### src/hw/rtl/rcwc_pkg.sv
// Shared types, codes and constants of the Reno congestion window controller.
`default_nettype none

package rcwc_pkg;

	// Field widths
	localparam int unsigned KIND_W      = 2;
	localparam int unsigned ACK_IN_W    = 8;
	localparam int unsigned ACK_W       = 9;
	localparam int unsigned MSS_W       = 16;
	localparam int unsigned LIMIT_W     = 8;
	localparam int unsigned WIN_W       = 32;
	localparam int unsigned SEQ_OUT_W   = 8;
	localparam int unsigned DUP_W       = 8;
	localparam int unsigned PROD_W      = 32;
	localparam int unsigned DIVIDEND_W  = 48;
	localparam int unsigned DIV_CNT_W   = $clog2(DIVIDEND_W);
	localparam int unsigned CAP_PROD_W  = LIMIT_W + MSS_W;
	localparam int unsigned CFG_IDX_W   = 2;
	localparam int unsigned CFG_DATA_W  = 16;
	localparam int unsigned QUEUE_DEPTH = 2;

	localparam int unsigned SEQ_SPACE_DEFAULT = 256;

	// Event kinds on the request port
	localparam logic [KIND_W-1:0] KIND_ACK    = 2'd0;
	localparam logic [KIND_W-1:0] KIND_SEND   = 2'd1;
	localparam logic [KIND_W-1:0] KIND_EXPIRE = 2'd2;

	// Configuration register indexes
	localparam logic [CFG_IDX_W-1:0] CFG_SEGMENT_SIZE   = 2'd0;
	localparam logic [CFG_IDX_W-1:0] CFG_WINDOW_LIMIT   = 2'd1;
	localparam logic [CFG_IDX_W-1:0] CFG_INIT_THRESHOLD = 2'd2;

	// Reset values
	localparam logic [MSS_W-1:0]   SEG_SIZE_RESET  = 16'd1024;
	localparam logic [LIMIT_W-1:0] WIN_LIMIT_RESET = 8'd8;
	localparam logic [LIMIT_W-1:0] INIT_THR_RESET  = 8'd6;
	localparam logic [WIN_W-1:0]   CWND_RESET      = WIN_W'(SEG_SIZE_RESET);
	localparam logic [WIN_W-1:0]   THR_RESET       = WIN_W'(INIT_THR_RESET * SEG_SIZE_RESET);
	localparam logic [WIN_W-1:0]   CAP_RESET       = WIN_W'(WIN_LIMIT_RESET * SEG_SIZE_RESET);

	localparam logic [WIN_W-1:0] WIN_MAX       = {WIN_W{1'b1}};
	localparam logic [DUP_W-1:0] DUP_MAX       = {DUP_W{1'b1}};
	localparam logic [DUP_W-1:0] DUP_ACK_LIMIT = 8'd3;

	typedef enum logic [1:0] {
		OP_ACK,
		OP_SEND,
		OP_EXPIRE,
		OP_NONE
	} op_t;

	typedef enum logic [1:0] {
		PH_SLOW_START = 2'd0,
		PH_AVOID      = 2'd1,
		PH_RECOVERY   = 2'd2
	} phase_t;

	typedef enum logic [2:0] {
		BK_LOAD,
		BK_CLASSIFY,
		BK_ACK_MUL,
		BK_ACK_NEW,
		BK_DIV_GO,
		BK_DIV_WAIT,
		BK_WRITE
	} back_state_t;

	typedef struct packed {
		logic [KIND_W-1:0]   kind;
		logic [ACK_IN_W-1:0] ack_number;
	} in_item_t;

	typedef struct packed {
		logic [WIN_W-1:0]     send_window;
		logic [WIN_W-1:0]     congestion_window;
		logic [WIN_W-1:0]     slow_start_threshold;
		logic [1:0]           stage;
		logic                 fast_retransmit;
		logic                 resend_all;
		logic                 timer_running;
		logic [SEQ_OUT_W-1:0] window_base;
		logic [SEQ_OUT_W-1:0] newly_acked;
	} out_item_t;

	// Decoded event: operation and the new window base an ACK would give
	typedef struct packed {
		op_t              op;
		logic [ACK_W-1:0] ack_next;
	} cmd_t;

endpackage

`default_nettype wire

### src/hw/rtl/rcwc_fifo.sv
// Two-entry register queue used between the controller's parts.
`default_nettype none

module rcwc_fifo #(
	parameter type item_t = logic
) (
	input  logic  clk,
	input  logic  arst_n,
	input  logic  push,
	input  item_t wdata,
	output logic  full,
	input  logic  pop,
	output item_t rdata,
	output logic  empty
);
	import rcwc_pkg::*;

	localparam int unsigned PtrW = $clog2(QUEUE_DEPTH);
	localparam int unsigned CntW = $clog2(QUEUE_DEPTH + 1);
	localparam logic [CntW-1:0] CntFull = CntW'(QUEUE_DEPTH);

	item_t           mem_q [QUEUE_DEPTH];
	logic [PtrW-1:0] wr_ptr_q;
	logic [PtrW-1:0] rd_ptr_q;
	logic [CntW-1:0] cnt_q;
	logic            do_push;
	logic            do_pop;

	assign full    = (cnt_q == CntFull);
	assign empty   = (cnt_q == '0);
	assign do_push = push && !full;
	assign do_pop  = pop && !empty;
	assign rdata   = mem_q[rd_ptr_q];

	// Advance pointers and occupancy
	always_ff @(posedge clk or negedge arst_n) begin
		if (!arst_n) begin
			wr_ptr_q <= '0;
			rd_ptr_q <= '0;
			cnt_q    <= '0;
		end else begin
			if (do_push) begin
				wr_ptr_q <= (wr_ptr_q == PtrW'(QUEUE_DEPTH - 1)) ? '0 : wr_ptr_q + PtrW'(1);
			end
			if (do_pop) begin
				rd_ptr_q <= (rd_ptr_q == PtrW'(QUEUE_DEPTH - 1)) ? '0 : rd_ptr_q + PtrW'(1);
			end
			if (do_push && !do_pop) begin
				cnt_q <= cnt_q + CntW'(1);
			end else if (do_pop && !do_push) begin
				cnt_q <= cnt_q - CntW'(1);
			end
		end
	end

	// Store an incoming beat
	always_ff @(posedge clk) begin
		if (do_push) begin
			mem_q[wr_ptr_q] <= wdata;
		end
	end

endmodule

`default_nettype wire

### src/hw/rtl/rcwc_front.sv
// Front end: decodes an event beat into an operation and a reduced ACK number.
`default_nettype none

module rcwc_front #(
	parameter int unsigned SEQ_SPACE = rcwc_pkg::SEQ_SPACE_DEFAULT
) (
	input  rcwc_pkg::in_item_t request,
	output rcwc_pkg::cmd_t     cmd
);
	import rcwc_pkg::*;

	localparam int unsigned AckRange = 2 ** ACK_IN_W;

	// ACK number reduced into the sequence space, plus one, wrapped
	logic [ACK_W-1:0] next_tbl [AckRange];

	for (genvar i = 0; i < AckRange; i++) begin : g_next_tbl
		assign next_tbl[i] = ACK_W'(((i % SEQ_SPACE) + 1) % SEQ_SPACE);
	end

	// Classify the event kind and look up the next window base
	always_comb begin
		cmd.ack_next = next_tbl[request.ack_number];
		unique case (request.kind)
			KIND_ACK:    cmd.op = OP_ACK;
			KIND_SEND:   cmd.op = OP_SEND;
			KIND_EXPIRE: cmd.op = OP_EXPIRE;
			default:     cmd.op = OP_NONE;
		endcase
	end

endmodule

`default_nettype wire

### src/hw/rtl/rcwc_divider.sv
// Restoring divider, one quotient bit per cycle, for the avoidance increment.
`default_nettype none

module rcwc_divider (
	input  logic                                 clk,
	input  logic                                 arst_n,
	input  logic                                 start,
	input  logic [rcwc_pkg::DIVIDEND_W-1:0]      dividend,
	input  logic [rcwc_pkg::WIN_W-1:0]           divisor,
	output logic                                 done,
	output logic [rcwc_pkg::DIVIDEND_W-1:0]      quotient
);
	import rcwc_pkg::*;

	localparam logic [DIV_CNT_W-1:0] LastStep = DIV_CNT_W'(DIVIDEND_W - 1);

	logic                  busy_q;
	logic                  done_q;
	logic [DIV_CNT_W-1:0]  cnt_q;
	logic [WIN_W-1:0]      rem_q;
	logic [DIVIDEND_W-1:0] quo_q;
	logic [WIN_W-1:0]      dsr_q;
	logic [WIN_W:0]        shifted;
	logic                  ge;
	logic [WIN_W-1:0]      rem_next;

	// Shift in the next dividend bit and try a subtract
	assign shifted  = {rem_q, quo_q[DIVIDEND_W-1]};
	assign ge       = (shifted >= {1'b0, dsr_q});
	assign rem_next = ge ? WIN_W'(shifted - {1'b0, dsr_q}) : shifted[WIN_W-1:0];

	assign done     = done_q;
	assign quotient = quo_q;

	// Count steps, flag the last one
	always_ff @(posedge clk or negedge arst_n) begin
		if (!arst_n) begin
			busy_q <= 1'b0;
			done_q <= 1'b0;
			cnt_q  <= '0;
		end else begin
			done_q <= 1'b0;
			if (start) begin
				busy_q <= 1'b1;
				cnt_q  <= '0;
			end else if (busy_q) begin
				cnt_q <= cnt_q + DIV_CNT_W'(1);
				if (cnt_q == LastStep) begin
					busy_q <= 1'b0;
					done_q <= 1'b1;
				end
			end
		end
	end

	// Load operands, then shift quotient bits in
	always_ff @(posedge clk) begin
		if (start) begin
			rem_q <= '0;
			quo_q <= dividend;
			dsr_q <= divisor;
		end else if (busy_q) begin
			rem_q <= rem_next;
			quo_q <= {quo_q[DIVIDEND_W-2:0], ge};
		end
	end

endmodule

`default_nettype wire

### src/hw/rtl/rcwc_back.sv
// Back end: holds the Reno state and carries out one decoded event at a time.
`default_nettype none

module rcwc_back #(
	parameter int unsigned SEQ_SPACE = rcwc_pkg::SEQ_SPACE_DEFAULT
) (
	input  logic                          clk,
	input  logic                          arst_n,
	input  rcwc_pkg::cmd_t                cmd,
	input  logic                          cmd_empty,
	output logic                          cmd_pop,
	input  logic [rcwc_pkg::MSS_W-1:0]    seg_size,
	input  logic [rcwc_pkg::WIN_W-1:0]    win_cap,
	input  logic                          res_full,
	output logic                          res_push,
	output rcwc_pkg::out_item_t           res
);
	import rcwc_pkg::*;

	localparam int unsigned     SeqW      = $clog2(SEQ_SPACE);
	localparam logic [SeqW:0]   SpaceWide = (SeqW + 1)'(SEQ_SPACE);
	localparam logic [SeqW-1:0] SpaceMod  = SeqW'(SEQ_SPACE);
	localparam logic [SeqW:0]   SendLimit = (SeqW + 1)'(SEQ_SPACE - 1);

	back_state_t state_q;
	back_state_t state_d;

	// Reno state
	phase_t           phase_q;
	logic [WIN_W-1:0] cwnd_q;
	logic [WIN_W-1:0] thr_q;
	logic [DUP_W-1:0] dup_q;
	logic [SeqW-1:0]  base_q;
	logic [SeqW-1:0]  next_q;
	logic             timer_q;
	logic             fast_q;
	logic             resend_q;
	logic [SeqW-1:0]  acked_q;

	// Per-event working registers
	op_t               op_q;
	logic [SeqW-1:0]   ack_q;
	logic [SeqW-1:0]   d_q;
	logic              new_q;
	logic [PROD_W-1:0] prod_q;
	logic [DIVIDEND_W-1:0] prod2_q;

	logic [SeqW:0]     d_raw;
	logic [SeqW:0]     outst_raw;
	logic [SeqW-1:0]   d_w;
	logic [SeqW-1:0]   outst_w;
	logic [SeqW:0]     next_inc;
	logic [SeqW-1:0]   next_wrap;
	logic [SeqW+MSS_W-1:0] prod_w;
	logic [DIVIDEND_W-1:0] prod2_w;
	logic [WIN_W:0]    ss_sum;
	logic [WIN_W-1:0]  ss_cwnd;
	logic [WIN_W:0]    rec_sum;
	logic [WIN_W-1:0]  rec_cwnd;
	logic [MSS_W+1:0]  three_mss;
	logic [WIN_W:0]    fr_sum;
	logic [WIN_W-1:0]  fr_thr;
	logic [DUP_W-1:0]  dup_next;
	logic [WIN_W-1:0]  div_divisor;
	logic              div_start;
	logic              div_done;
	logic [DIVIDEND_W-1:0] div_quo;
	logic [DIVIDEND_W:0]   ca_sum;
	logic [WIN_W-1:0]  ca_cwnd;

	// Sequence distances modulo the sequence space
	assign d_raw     = {1'b0, ack_q} - {1'b0, base_q};
	assign d_w       = d_raw[SeqW] ? d_raw[SeqW-1:0] + SpaceMod : d_raw[SeqW-1:0];
	assign outst_raw = {1'b0, next_q} - {1'b0, base_q};
	assign outst_w   = outst_raw[SeqW] ? outst_raw[SeqW-1:0] + SpaceMod : outst_raw[SeqW-1:0];
	assign next_inc  = {1'b0, next_q} + (SeqW + 1)'(1);
	assign next_wrap = (next_inc == SpaceWide) ? '0 : next_inc[SeqW-1:0];

	// Window growth terms; the sums saturate at the top of the range
	assign prod_w    = d_q * seg_size;
	assign prod2_w   = prod_q * seg_size;
	assign ss_sum    = {1'b0, cwnd_q} + {1'b0, prod_q};
	assign ss_cwnd   = ss_sum[WIN_W] ? WIN_MAX : ss_sum[WIN_W-1:0];
	assign rec_sum   = {1'b0, cwnd_q} + (WIN_W + 1)'(seg_size);
	assign rec_cwnd  = rec_sum[WIN_W] ? WIN_MAX : rec_sum[WIN_W-1:0];
	assign three_mss = {1'b0, seg_size, 1'b0} + (MSS_W + 2)'(seg_size);
	assign fr_sum    = (WIN_W + 1)'(cwnd_q[WIN_W-1:1]) + (WIN_W + 1)'(three_mss);
	assign fr_thr    = fr_sum[WIN_W] ? WIN_MAX : fr_sum[WIN_W-1:0];
	assign dup_next  = (dup_q == DUP_MAX) ? dup_q : dup_q + DUP_W'(1);

	// Avoidance increment: d*MSS*MSS / cwnd, zero cwnd divides by one
	assign div_divisor = (cwnd_q == '0) ? WIN_W'(1) : cwnd_q;
	assign ca_sum      = (DIVIDEND_W + 1)'(cwnd_q) + (DIVIDEND_W + 1)'(div_quo);
	assign ca_cwnd     = (|ca_sum[DIVIDEND_W:WIN_W]) ? WIN_MAX : ca_sum[WIN_W-1:0];

	rcwc_divider u_divider (
		.clk      (clk),
		.arst_n   (arst_n),
		.start    (div_start),
		.dividend (prod2_q),
		.divisor  (div_divisor),
		.done     (div_done),
		.quotient (div_quo)
	);

	// Next state
	always_comb begin
		state_d = state_q;
		unique case (state_q)
			BK_LOAD:     if (!cmd_empty) state_d = BK_CLASSIFY;
			BK_CLASSIFY: state_d = (op_q == OP_ACK) ? BK_ACK_MUL : BK_WRITE;
			BK_ACK_MUL:  state_d = new_q ? BK_ACK_NEW : BK_WRITE;
			BK_ACK_NEW:  state_d = (phase_q == PH_AVOID) ? BK_DIV_GO : BK_WRITE;
			BK_DIV_GO:   state_d = BK_DIV_WAIT;
			BK_DIV_WAIT: if (div_done) state_d = BK_WRITE;
			BK_WRITE:    if (!res_full) state_d = BK_LOAD;
			default:     state_d = BK_LOAD;
		endcase
	end

	// Handshake outputs
	always_comb begin
		cmd_pop   = (state_q == BK_LOAD) && !cmd_empty;
		div_start = (state_q == BK_DIV_GO);
		res_push  = (state_q == BK_WRITE) && !res_full;
	end

	// Result beat from the state after the event
	always_comb begin
		res.send_window          = (cwnd_q < win_cap) ? cwnd_q : win_cap;
		res.congestion_window    = cwnd_q;
		res.slow_start_threshold = thr_q;
		res.stage                = phase_q;
		res.fast_retransmit      = fast_q;
		res.resend_all           = resend_q;
		res.timer_running        = timer_q;
		res.window_base          = SEQ_OUT_W'(base_q);
		res.newly_acked          = SEQ_OUT_W'(acked_q);
	end

	// Update the Reno state step by step
	always_ff @(posedge clk or negedge arst_n) begin
		if (!arst_n) begin
			state_q  <= BK_LOAD;
			phase_q  <= PH_SLOW_START;
			cwnd_q   <= CWND_RESET;
			thr_q    <= THR_RESET;
			dup_q    <= '0;
			base_q   <= '0;
			next_q   <= '0;
			timer_q  <= 1'b0;
			fast_q   <= 1'b0;
			resend_q <= 1'b0;
			acked_q  <= '0;
		end else begin
			state_q <= state_d;
			unique case (state_q)
				BK_LOAD: begin
					if (cmd_pop) begin
						fast_q   <= 1'b0;
						resend_q <= 1'b0;
						acked_q  <= '0;
					end
				end
				BK_CLASSIFY: begin
					unique case (op_q)
						OP_SEND: begin
							// drop a send once the sequence space is full
							if ({1'b0, outst_w} < SendLimit) begin
								next_q  <= next_wrap;
								timer_q <= 1'b1;
							end
						end
						OP_EXPIRE: begin
							// an idle timer expiry does nothing
							if (timer_q) begin
								resend_q <= 1'b1;
								thr_q    <= {1'b0, cwnd_q[WIN_W-1:1]};
								cwnd_q   <= WIN_W'(seg_size);
								dup_q    <= '0;
								phase_q  <= PH_SLOW_START;
								timer_q  <= (base_q != next_q);
							end
						end
						OP_ACK:  ;
						OP_NONE: ;
					endcase
				end
				BK_ACK_MUL: begin
					// duplicate ACK: count, enter recovery on the third, inflate in recovery
					if (!new_q) begin
						dup_q   <= dup_next;
						timer_q <= (base_q != next_q);
						if (phase_q != PH_RECOVERY) begin
							if (dup_next == DUP_ACK_LIMIT) begin
								thr_q   <= fr_thr;
								cwnd_q  <= fr_thr;
								phase_q <= PH_RECOVERY;
								fast_q  <= 1'b1;
							end
						end else begin
							cwnd_q <= rec_cwnd;
						end
					end
				end
				BK_ACK_NEW: begin
					unique case (phase_q)
						PH_SLOW_START: begin
							cwnd_q <= ss_cwnd;
							if (ss_cwnd >= thr_q) begin
								phase_q <= PH_AVOID;
							end
						end
						PH_RECOVERY: begin
							cwnd_q  <= thr_q;
							phase_q <= PH_AVOID;
						end
						default: ;
					endcase
					dup_q   <= '0;
					base_q  <= ack_q;
					acked_q <= d_q;
					timer_q <= (ack_q != next_q);
				end
				BK_DIV_WAIT: begin
					if (div_done) begin
						cwnd_q <= ca_cwnd;
					end
				end
				default: ;
			endcase
		end
	end

	// Working registers of the event in flight
	always_ff @(posedge clk) begin
		if (cmd_pop) begin
			op_q  <= cmd.op;
			ack_q <= SeqW'(cmd.ack_next);
		end
		if (state_q == BK_CLASSIFY) begin
			d_q   <= d_w;
			new_q <= (d_w != '0) && (d_w <= outst_w);
		end
		if (state_q == BK_ACK_MUL) begin
			prod_q <= PROD_W'(prod_w);
		end
		if (state_q == BK_ACK_NEW) begin
			prod2_q <= prod2_w;
		end
	end

endmodule

`default_nettype wire

### src/hw/rtl/reno_congestion_window_control.sv
// Top level of the Reno congestion window controller.
`default_nettype none

// Sender-side Reno congestion controller. Each event beat (ACK, segment sent,
// timer expiry) yields exactly one result beat carrying the send window,
// cwnd, ssthresh, stage, request flags, timer state, window base and newly
// acked count. Events are decoded into a two-entry command queue and executed
// one at a time by a sequencer; results wait in a two-entry queue, so push
// and pop stall independently. A send, expiry or unknown event passes through
// load, classify and write; an ACK also passes the multiply state, and a new
// ACK then the update state and, in congestion avoidance, the 48-step restoring
// divider that forms d*MSS*MSS/cwnd. Configuration writes are always ready and
// must only be issued while the block is idle; writes to the initial threshold
// index are ignored, and ssthresh resets from INIT_THR_RESET.
module reno_congestion_window_control #(
	parameter int unsigned SEQ_SPACE = rcwc_pkg::SEQ_SPACE_DEFAULT
) (
	input  logic                              clk,
	input  logic                              arst_n,
	input  logic                              push,
	output logic                              full,
	input  rcwc_pkg::in_item_t                request,
	output logic                              empty,
	input  logic                              pop,
	output rcwc_pkg::out_item_t               result,
	input  logic                              cfg_valid,
	output logic                              cfg_ready,
	input  logic [rcwc_pkg::CFG_IDX_W-1:0]    cfg_index,
	input  logic [rcwc_pkg::CFG_DATA_W-1:0]   cfg_data
);
	import rcwc_pkg::*;

	logic [MSS_W-1:0]      seg_size_q;
	logic [LIMIT_W-1:0]    win_limit_q;
	logic [WIN_W-1:0]      cap_q;
	logic [CAP_PROD_W-1:0] cap_prod;

	cmd_t      cmd_in;
	cmd_t      cmd_head;
	logic      cmd_empty;
	logic      cmd_pop;
	out_item_t res_beat;
	logic      res_full;
	logic      res_push;

	assign cfg_ready = 1'b1;
	assign cap_prod  = win_limit_q * seg_size_q;

	// Take configuration writes
	always_ff @(posedge clk or negedge arst_n) begin
		if (!arst_n) begin
			seg_size_q  <= SEG_SIZE_RESET;
			win_limit_q <= WIN_LIMIT_RESET;
			cap_q       <= CAP_RESET;
		end else begin
			cap_q <= WIN_W'(cap_prod);
			if (cfg_valid && cfg_ready) begin
				unique case (cfg_index)
					CFG_SEGMENT_SIZE: seg_size_q  <= cfg_data;
					CFG_WINDOW_LIMIT: win_limit_q <= cfg_data[LIMIT_W-1:0];
					// held thresholds are never rewritten by configuration
					CFG_INIT_THRESHOLD: ;
					default: ;
				endcase
			end
		end
	end

	rcwc_front #(
		.SEQ_SPACE (SEQ_SPACE)
	) u_front (
		.request (request),
		.cmd     (cmd_in)
	);

	rcwc_fifo #(
		.item_t (cmd_t)
	) u_cmd_queue (
		.clk    (clk),
		.arst_n (arst_n),
		.push   (push),
		.wdata  (cmd_in),
		.full   (full),
		.pop    (cmd_pop),
		.rdata  (cmd_head),
		.empty  (cmd_empty)
	);

	rcwc_back #(
		.SEQ_SPACE (SEQ_SPACE)
	) u_back (
		.clk       (clk),
		.arst_n    (arst_n),
		.cmd       (cmd_head),
		.cmd_empty (cmd_empty),
		.cmd_pop   (cmd_pop),
		.seg_size  (seg_size_q),
		.win_cap   (cap_q),
		.res_full  (res_full),
		.res_push  (res_push),
		.res       (res_beat)
	);

	rcwc_fifo #(
		.item_t (out_item_t)
	) u_result_queue (
		.clk    (clk),
		.arst_n (arst_n),
		.push   (res_push),
		.wdata  (res_beat),
		.full   (res_full),
		.pop    (pop),
		.rdata  (result),
		.empty  (empty)
	);

endmodule

`default_nettype wire

### config.mk
export PLATFORM = sky130hd
export DESIGN_NAME = reno_congestion_window_control
export DESIGN_NICKNAME = d
export VERILOG_FILES = /design/src/hw/rtl/rcwc_pkg.sv /design/src/hw/rtl/rcwc_fifo.sv /design/src/hw/rtl/rcwc_front.sv /design/src/hw/rtl/rcwc_divider.sv /design/src/hw/rtl/rcwc_back.sv /design/src/hw/rtl/reno_congestion_window_control.sv
export SDC_FILE = /design/constraint.sdc
export NUM_CORES = 2
export LEC_CHECK = 0
export ABC_AREA = 1
export BUFFER_PORTS_ARGS = -buffer_cell sky130_fd_sc_hd__buf_4
export CORE_MARGIN = 3
export CORE_UTILIZATION = 35
export CTS_CLUSTER_DIAMETER = 150
export DETAILED_ROUTE_END_ITERATION = 8
export HOLD_SLACK_MARGIN = 0.08
export SLEW_MARGIN = 40
export SYNTH_ARGS = -nofsm -noshare
export SYNTH_HDL_FRONTEND = slang
export SYNTH_HIERARCHICAL = 1
export SYNTH_SLANG_ARGS = --single-unit
### constraint.sdc
create_clock -name clk -period 10.5 [get_ports clk]
set_clock_uncertainty 0.05 [all_clocks]
set_input_delay 2.1 -clock clk [delete_from_list [all_inputs] [get_ports clk]]
set_output_delay 2.1 -clock clk [all_outputs]
set_load 0.01 [all_outputs]
==> Word level (Yosys, flattened, before mapping) <==
Memory sizes are Yosys's and may differ from the RTL's. A register that Yosys moved wholly into a read port is not among the register bits.
Cells that the tools add are included.
{ "word_totals": {"register_bits": 361, "mem_bits_rw": 256, "rom_bits": 2304, "inputBits": 33, "out_inout_bits": 120, "elab_cells": 228, "mem_count": 3} }
{ "classes": {"add_sub_neg": 19, "mul": 3, "n_lt_le_gt_ge": 6, "eq_ne": 36, "n_mux": 80, "n_bitwise": 1, "reduce_logical": 50} }
{ "memory_table": {"columns": ["memory", "words", "word_bits", "rd", "rd_clocked_by_memory_dff", "wr", "line_no", "text"], "rows": [
  ["(no name shown)", 256, 9, 1, 0, 0, "rcwc_front.sv:23", "cmd.ack_next = next_tbl[request.ack_number];"],
  ["u_result_queue.mem_q", 2, 117, 1, 0, 1, "rcwc_fifo.sv:22", "item_t mem_q [QUEUE_DEPTH];"],
  ["u_cmd_queue.mem_q", 2, 11, 1, 1, 1, "rcwc_fifo.sv:22", null]
]} }
{ "op_table": {"columns": ["cell", "n"], "rows": [
  ["32-bit 2-to-1 mux", 16],
  ["32-bit one-hot mux with 2 select lines", 2],
  ["32-bit one-hot mux with 4 select lines", 1],
  ["48-bit 2-to-1 mux", 2],
  ["32-bit by 48-bit adder with 49-bit output", 1],
  ["8-bit by 16-bit multiplier with 24-bit output", 2],
  ["8-bit 2-to-1 mux", 6],
  ["24-bit by 16-bit multiplier with 40-bit output", 1],
  ["32-bit by 16-bit adder with 33-bit output", 1],
  ["32-bit by 24-bit adder with 33-bit output", 1],
  ["33-bit by 32-bit >= comparator with 1-bit output", 1],
  ["31-bit by 18-bit adder with 32-bit output", 1],
  ["32-bit >= comparator", 1],
  ["32-bit zero test", 1],
  ["32-bit by 24-bit less-than comparator with 1-bit output", 1],
  ["32-bit subtractor", 1],
  ["8-bit one-hot mux with 3 select lines", 1],
  ["1-bit 2-to-1 mux", 23],
  ["2-bit 2-to-1 mux", 11],
  ["3-bit one-hot mux with 7 select lines", 1],
  ["17-bit by 16-bit adder with 18-bit output", 1],
  ["9-bit 2-to-1 mux", 2],
  ["17-bit OR reduction", 1],
  ["8-bit inequality test", 2],
  ["46 further kinds", 114]
]} }

==> Longest topological paths before layout <==
{ "logic_depth": {"depth_word": 8, "mapped_depth": 30, "mapped_depth_nobuf": 28} }

==> By module <==
Netlist, hierarchy kept.
{ "modules_own_cells": {"columns": ["mod", "instances", "cells_each", "area_each_um2", "seq_area_each_um2"], "rows": [
  ["rcwc_back", 1, 5148, 36142.2, 5098.6],
  ["rcwc_fifo (u_result_queue)", 1, 642, 8707.1, 7126.8],
  ["rcwc_divider", 1, 1064, 7573.5, 3243.1],
  ["reno_congestion_window_control", 1, 836, 6207.2, 1204.9],
  ["rcwc_fifo (u_cmd_queue)", 1, 89, 1028.5, 760.7],
  ["rcwc_front", 1, 45, 239.0, 0.0]
]} }

==> Least setup slack after synthesis <==
No wires, ideal clock.
{ "synth_path": {"path_type": "reg-to-reg", "start": "register u_result_queue.cnt_q[1]", "end": "memory u_result_queue/mem_q[1][0] (netlist name) (enable)", "setup_ns": 0.595, "t_arrival_ns": 5.857, "required_time_ns": 9.855, "path_slack_ns": 3.998, "stages_incl_launch_ff": 6, "path_buffers": 0, "synth_period_minus_slack_ns": 6.502, "path_cell_list": "dfrtp_1 > inv_1 > nor2_1 > nor4_1 > o21ai_0 > nor2_1"} }
{ "synth_via": {"elab_chain_len": 6} }
{ "synth_lines": {"columns": ["element", "line_no", "text"], "rows": [
  ["from (decl)", "rcwc_fifo.sv:25", "logic [CntW-1:0] cnt_q;"],
  ["from (signal assigned)", "rcwc_fifo.sv:49", "cnt_q <= cnt_q + CntW'(1);"],
  ["from (signal assigned)", "rcwc_fifo.sv:51", "cnt_q <= cnt_q - CntW'(1);"],
  ["2-bit == test", "rcwc_fifo.sv:29", "assign full = (cnt_q == CntFull);"],
  ["net res_full", "reno_congestion_window_control.sv:43", "logic res_full;"],
  ["1-bit zero test", "rcwc_back.sv:125", "res_push = (state_q == BK_WRITE) && !res_full;"],
  ["1-bit logical AND", "rcwc_back.sv:125", null],
  ["net res_push", "reno_congestion_window_control.sv:44", "logic res_push;"],
  ["1-bit logical AND", "rcwc_fifo.sv:31", "assign do_push = push && !full;"],
  ["1-bit 2-to-1 mux", "rcwc_fifo.sv:58", "if (do_push) begin"],
  ["1-bit 2-to-1 mux (implied by the code)", "rcwc_fifo.sv:59", "mem_q[wr_ptr_q] <= wdata;"],
  ["to (decl)", "rcwc_fifo.sv:22", null]
]} }
The timed path passes the listed nets, and every way through them passes these cells.

==> Final worst setup path <==
{ "layout_path": {"start": "register u_back.prod_q[5]", "end": "register u_back.prod2_q[32], data pin"} }
{ "layout_via": {"elab_chain_len": 1} }
{ "layout_lines": {"columns": ["element", "line_no", "text"], "rows": [
  ["from (decl)", "rcwc_back.sv:45", "logic [PROD_W-1:0] prod_q;"],
  ["from (signal assigned)", "rcwc_back.sv:246", "prod_q <= PROD_W'(prod_w);"],
  ["24-bit by 16-bit multiplier with 40-bit output", "rcwc_back.sv:81", "assign prod2_w = prod_q * seg_size;"],
  ["net u_back.prod2_w[32]", "rcwc_back.sv:55", "logic [DIVIDEND_W-1:0] prod2_w;"],
  ["to (signal assigned)", "rcwc_back.sv:249", "prod2_q <= prod2_w;"],
  ["to (decl)", "rcwc_back.sv:46", "logic [DIVIDEND_W-1:0] prod2_q;"]
]} }
The timed path passes the listed nets, and every way through them passes these cells.
A chain may end at the register's enable or synchronous reset.

==> flow_metrics.env <==
export IMPL_fin_nets=8781
export IMPL_vias=50160
export IMPL_cts_buffers=76
export IMPL_cp_num_buf_inv=5
export IMPL_cpMaxStageDelayCell="edfxtp_1"
export IMPL_start_util_pct=35.26
export IMPL_r2r_start="u_back/prod_q[5]$_DFFE_PP_"
export IMPL_grt_pass1_vias=50860
export IMPL_cp_num_cells=24
export IMPL_rsz0062_at_grt="no"
export IMPL_overflow=0
export IMPL_period_share_pct=68.44
export IMPL_first_iter_violations=4205
export IMPL_coreArea_um2=169700
export IMPL_setup_viol=0
export IMPL_crit_chain="nand2_1 -> inv_1 -> fa_1 -> inv_1 -> fa_1 -> fa_1 -> fa_1 -> inv_1 -> fa_1 -> inv_1 -> fa_1 -> inv_1 -> ha_1 -> nand2_1 -> nor2_1 -> nand4_1 -> o21ai_0 -> a21oi_1 -> o21ai_0 -> a21boi_0 -> o21ai_0 -> nand2_1 -> nand3_1 -> nand2_1"
export IMPL_wl_per_cell_um=19.56
export IMPL_hold_viol=0
export IMPL_io_buffers=151
export IMPL_worst_ep_arrival_time_ns=7.57
export IMPL_dr_pass1_iters=6
export IMPL_htree_levels=3
export IMPL_insertion_delay_ns=0.71
export IMPL_crit_required_ns=10.88
export IMPL_endpoint_kind="flop"
export IMPL_track_usage_pct=22.66
export IMPL_path_max_fanout=17
export IMPL_clkTransAtPathRegs_ns=0.06
export IMPL_tightest_slew_ns=0.9060
export IMPL_place_hpwl_um=152100
export IMPL_ys_warn_count=6
export IMPL_cts_path_max_buffers=3
export IMPL_mappedNetlistArea_um2=59810
export IMPL_drive_gt1_share_pct=6.620
export IMPL_cts_tree="yes"
export IMPL_cp_start_kind="flop"
export IMPL_ios=153
export IMPL_hp_start="u_back/u_divider/rem_q[20]$_SDFFE_PP0P_"
export IMPL_reg2reg_slack_ns=3.31
export IMPL_drc_errors=0
export IMPL_clock_fmax_mhz=139.2
export IMPL_place_congestion=1.004
export IMPL_cpMostUsedCell="fa_1"
export IMPL_grt_max_degree=118
export IMPL_rows=151
export IMPL_cts_root_buf="clkbuf_16"
export IMPL_hold_class="reg -> reg"
export IMPL_ant_nets=0
export IMPL_die_width_um=419.4
export IMPL_wirelength_um=198000
export IMPL_path_delay_family="adder cells"
export IMPL_fillers=17480
export IMPL_critPathMaxStageDelay_ns=0.76
export IMPL_status="completed"
export IMPL_drv_cap=0
export IMPL_syn_avg_cell_area_um2=7.652
export IMPL_routed_via_density=4.957
export IMPL_r2r_end="u_back/prod2_q[32]$_DFFE_PP_"
export IMPL_grt_pass1_wl_um=305500
export IMPL_fin_tns_setup_ns=0
export IMPL_min_to="u_back/u_divider/rem_q[20]$_SDFFE_PP0P_"
export IMPL_slew_headroom_pct=39.60
export IMPL_die_h_um=419.4
export IMPL_cts_sinks=617
export IMPL_ctsResizeCount=0
export IMPL_antenna_found_initial=3
export IMPL_hold_path_cell_count=2
export IMPL_final_max_slew_viol_count=0
export IMPL_design_die_area_um2=175900
export IMPL_synthesis_instances=7817
export IMPL_areaGrowthSynthToFinish_pct=10.30
export IMPL_post_cts_buffers=0
export IMPL_period_needed_ns=7.186
export IMPL_worstRegToRegCells=24
export IMPL_holdBufCountCts=0
export IMPL_worstSetupPathType="reg -> reg"
sequential cells by signal, summed over array words and instances (netlist names), 20 cells and up:
register                   count
u_result_queue/mem_q         234
u_back/prod_q                 24
u_back/u_divider/rem_q        32
u_back/prod2_q                40
u_back/cwnd_q                 32
u_cmd_queue/mem_q             20
u_back/u_divider/quotient     48
u_back/thr_q                  32
cap_q                         24
u_back/u_divider/dsr_q        32
through the flow:
| step | utilization (%) | instances | hold WS [ns] | area, µm² | worst slack [ns] |
|---|---|---|---|---|---|
| after floorplan | - | 7839 | 0.3921 | 59900 | 3.998 |
| after global placement | 37.19 | 9963 | 0.4013 | 63090 | 3.497 |
| after detailed placement | 37.30 | 9972 | 0.4108 | 63290 | 3.342 |
| after CTS | 38.86 | 10110 | 0.4253 | 65920 | 3.305 |
| after global routing | 38.89 | 10120 | 0.4350 | 65980 | 2.889 |
| final | 38.89 | 10120 | 0.4209 | 65980 | 3.314 |
final cells by class:
cell class              count  area, µm²  area share, %
diodes                      1      2.502       0.003793
clock buffers             102       2100          3.182
clock inverters            40      538.0         0.8154
inverters                1583       5952          9.021
multi-input cells        5315      35240          53.41
flip-flops and latches    617      17400          26.37
well taps                2218       2775          4.206
repair buffers            243       1973          2.991
worst reg2reg max path: stages (launching register included):
cell	delay (ns)
edfxtp_1	0.76
nand2_1	0.19
inv_1	0.08
fa_1	0.54
inv_1	0.07
fa_1	0.56
fa_1	0.43
fa_1	0.55
inv_1	0.08
fa_1	0.55
inv_1	0.06
fa_1	0.53
inv_1	0.04
ha_1	0.34
nand2_1	0.11
nor2_1	0.16
nand4_1	0.16
o21ai_0	0.36
a21oi_1	0.16
o21ai_0	0.37
a21boi_0	0.23
o21ai_0	0.30
nand2_1	0.11
nand3_1	0.08
nand2_1	0.06
worst max path at each step:
stage | start | endpoint | slack (ns)
after CTS | seg_size_q[6]$_DFFE_PN0P_ | u_back/prod2_q[32]$_DFFE_PP_ | 3.30
after global placement | seg_size_q[9]$_DFFE_PN0P_ | u_back/prod2_q[34]$_DFFE_PP_ | 3.50
after global routing | u_back/prod_q[5]$_DFFE_PP_ | u_back/prod2_q[32]$_DFFE_PP_ | 2.89
after detailed placement | seg_size_q[6]$_DFFE_PN0P_ | u_back/prod2_q[32]$_DFFE_PP_ | 3.34
after floorplan | u_result_queue/cnt_q[1]$_DFFE_PN0P_ | u_result_queue/mem_q[1][0]$_DFFE_PP_ | 4.00
final | u_back/prod_q[5]$_DFFE_PP_ | u_back/prod2_q[32]$_DFFE_PP_ | 3.31
layer usage:
| metal | GRT usage [%] | up-vias | wire length (µm) |
|---|---|---|---|
| met4 | 7.729 | 2 | 7164 |
| li1 | - | 23960 | - |
| met5 | 0 | - | 11 |
| met1 | 29.94 | 24310 | 85280 |
| met2 | 37.81 | 1584 | 92350 |
| met3 | 3.477 | 305 | 13150 |
placed cells by master, fill, tap and decap left out, drive strengths merged, types with 27 or more instances in the layout:
master and count:
a21oi 262, xnor2 86, nand2 2579, dfrtp 162
clkbuf 103, nand3b 29, buf 242, inv 1587
nor3 50, dfxtp 32, nand3 326, xor2 115
edfxtp 417, o21ai 265, o211ai 40, fa 496
o21bai 27, nand4 55, nor2 396, ha 416
Power is left out: the tool's default activity adds up to more than one toggle a clock period on the data nets, which glitch-free logic cannot reach.
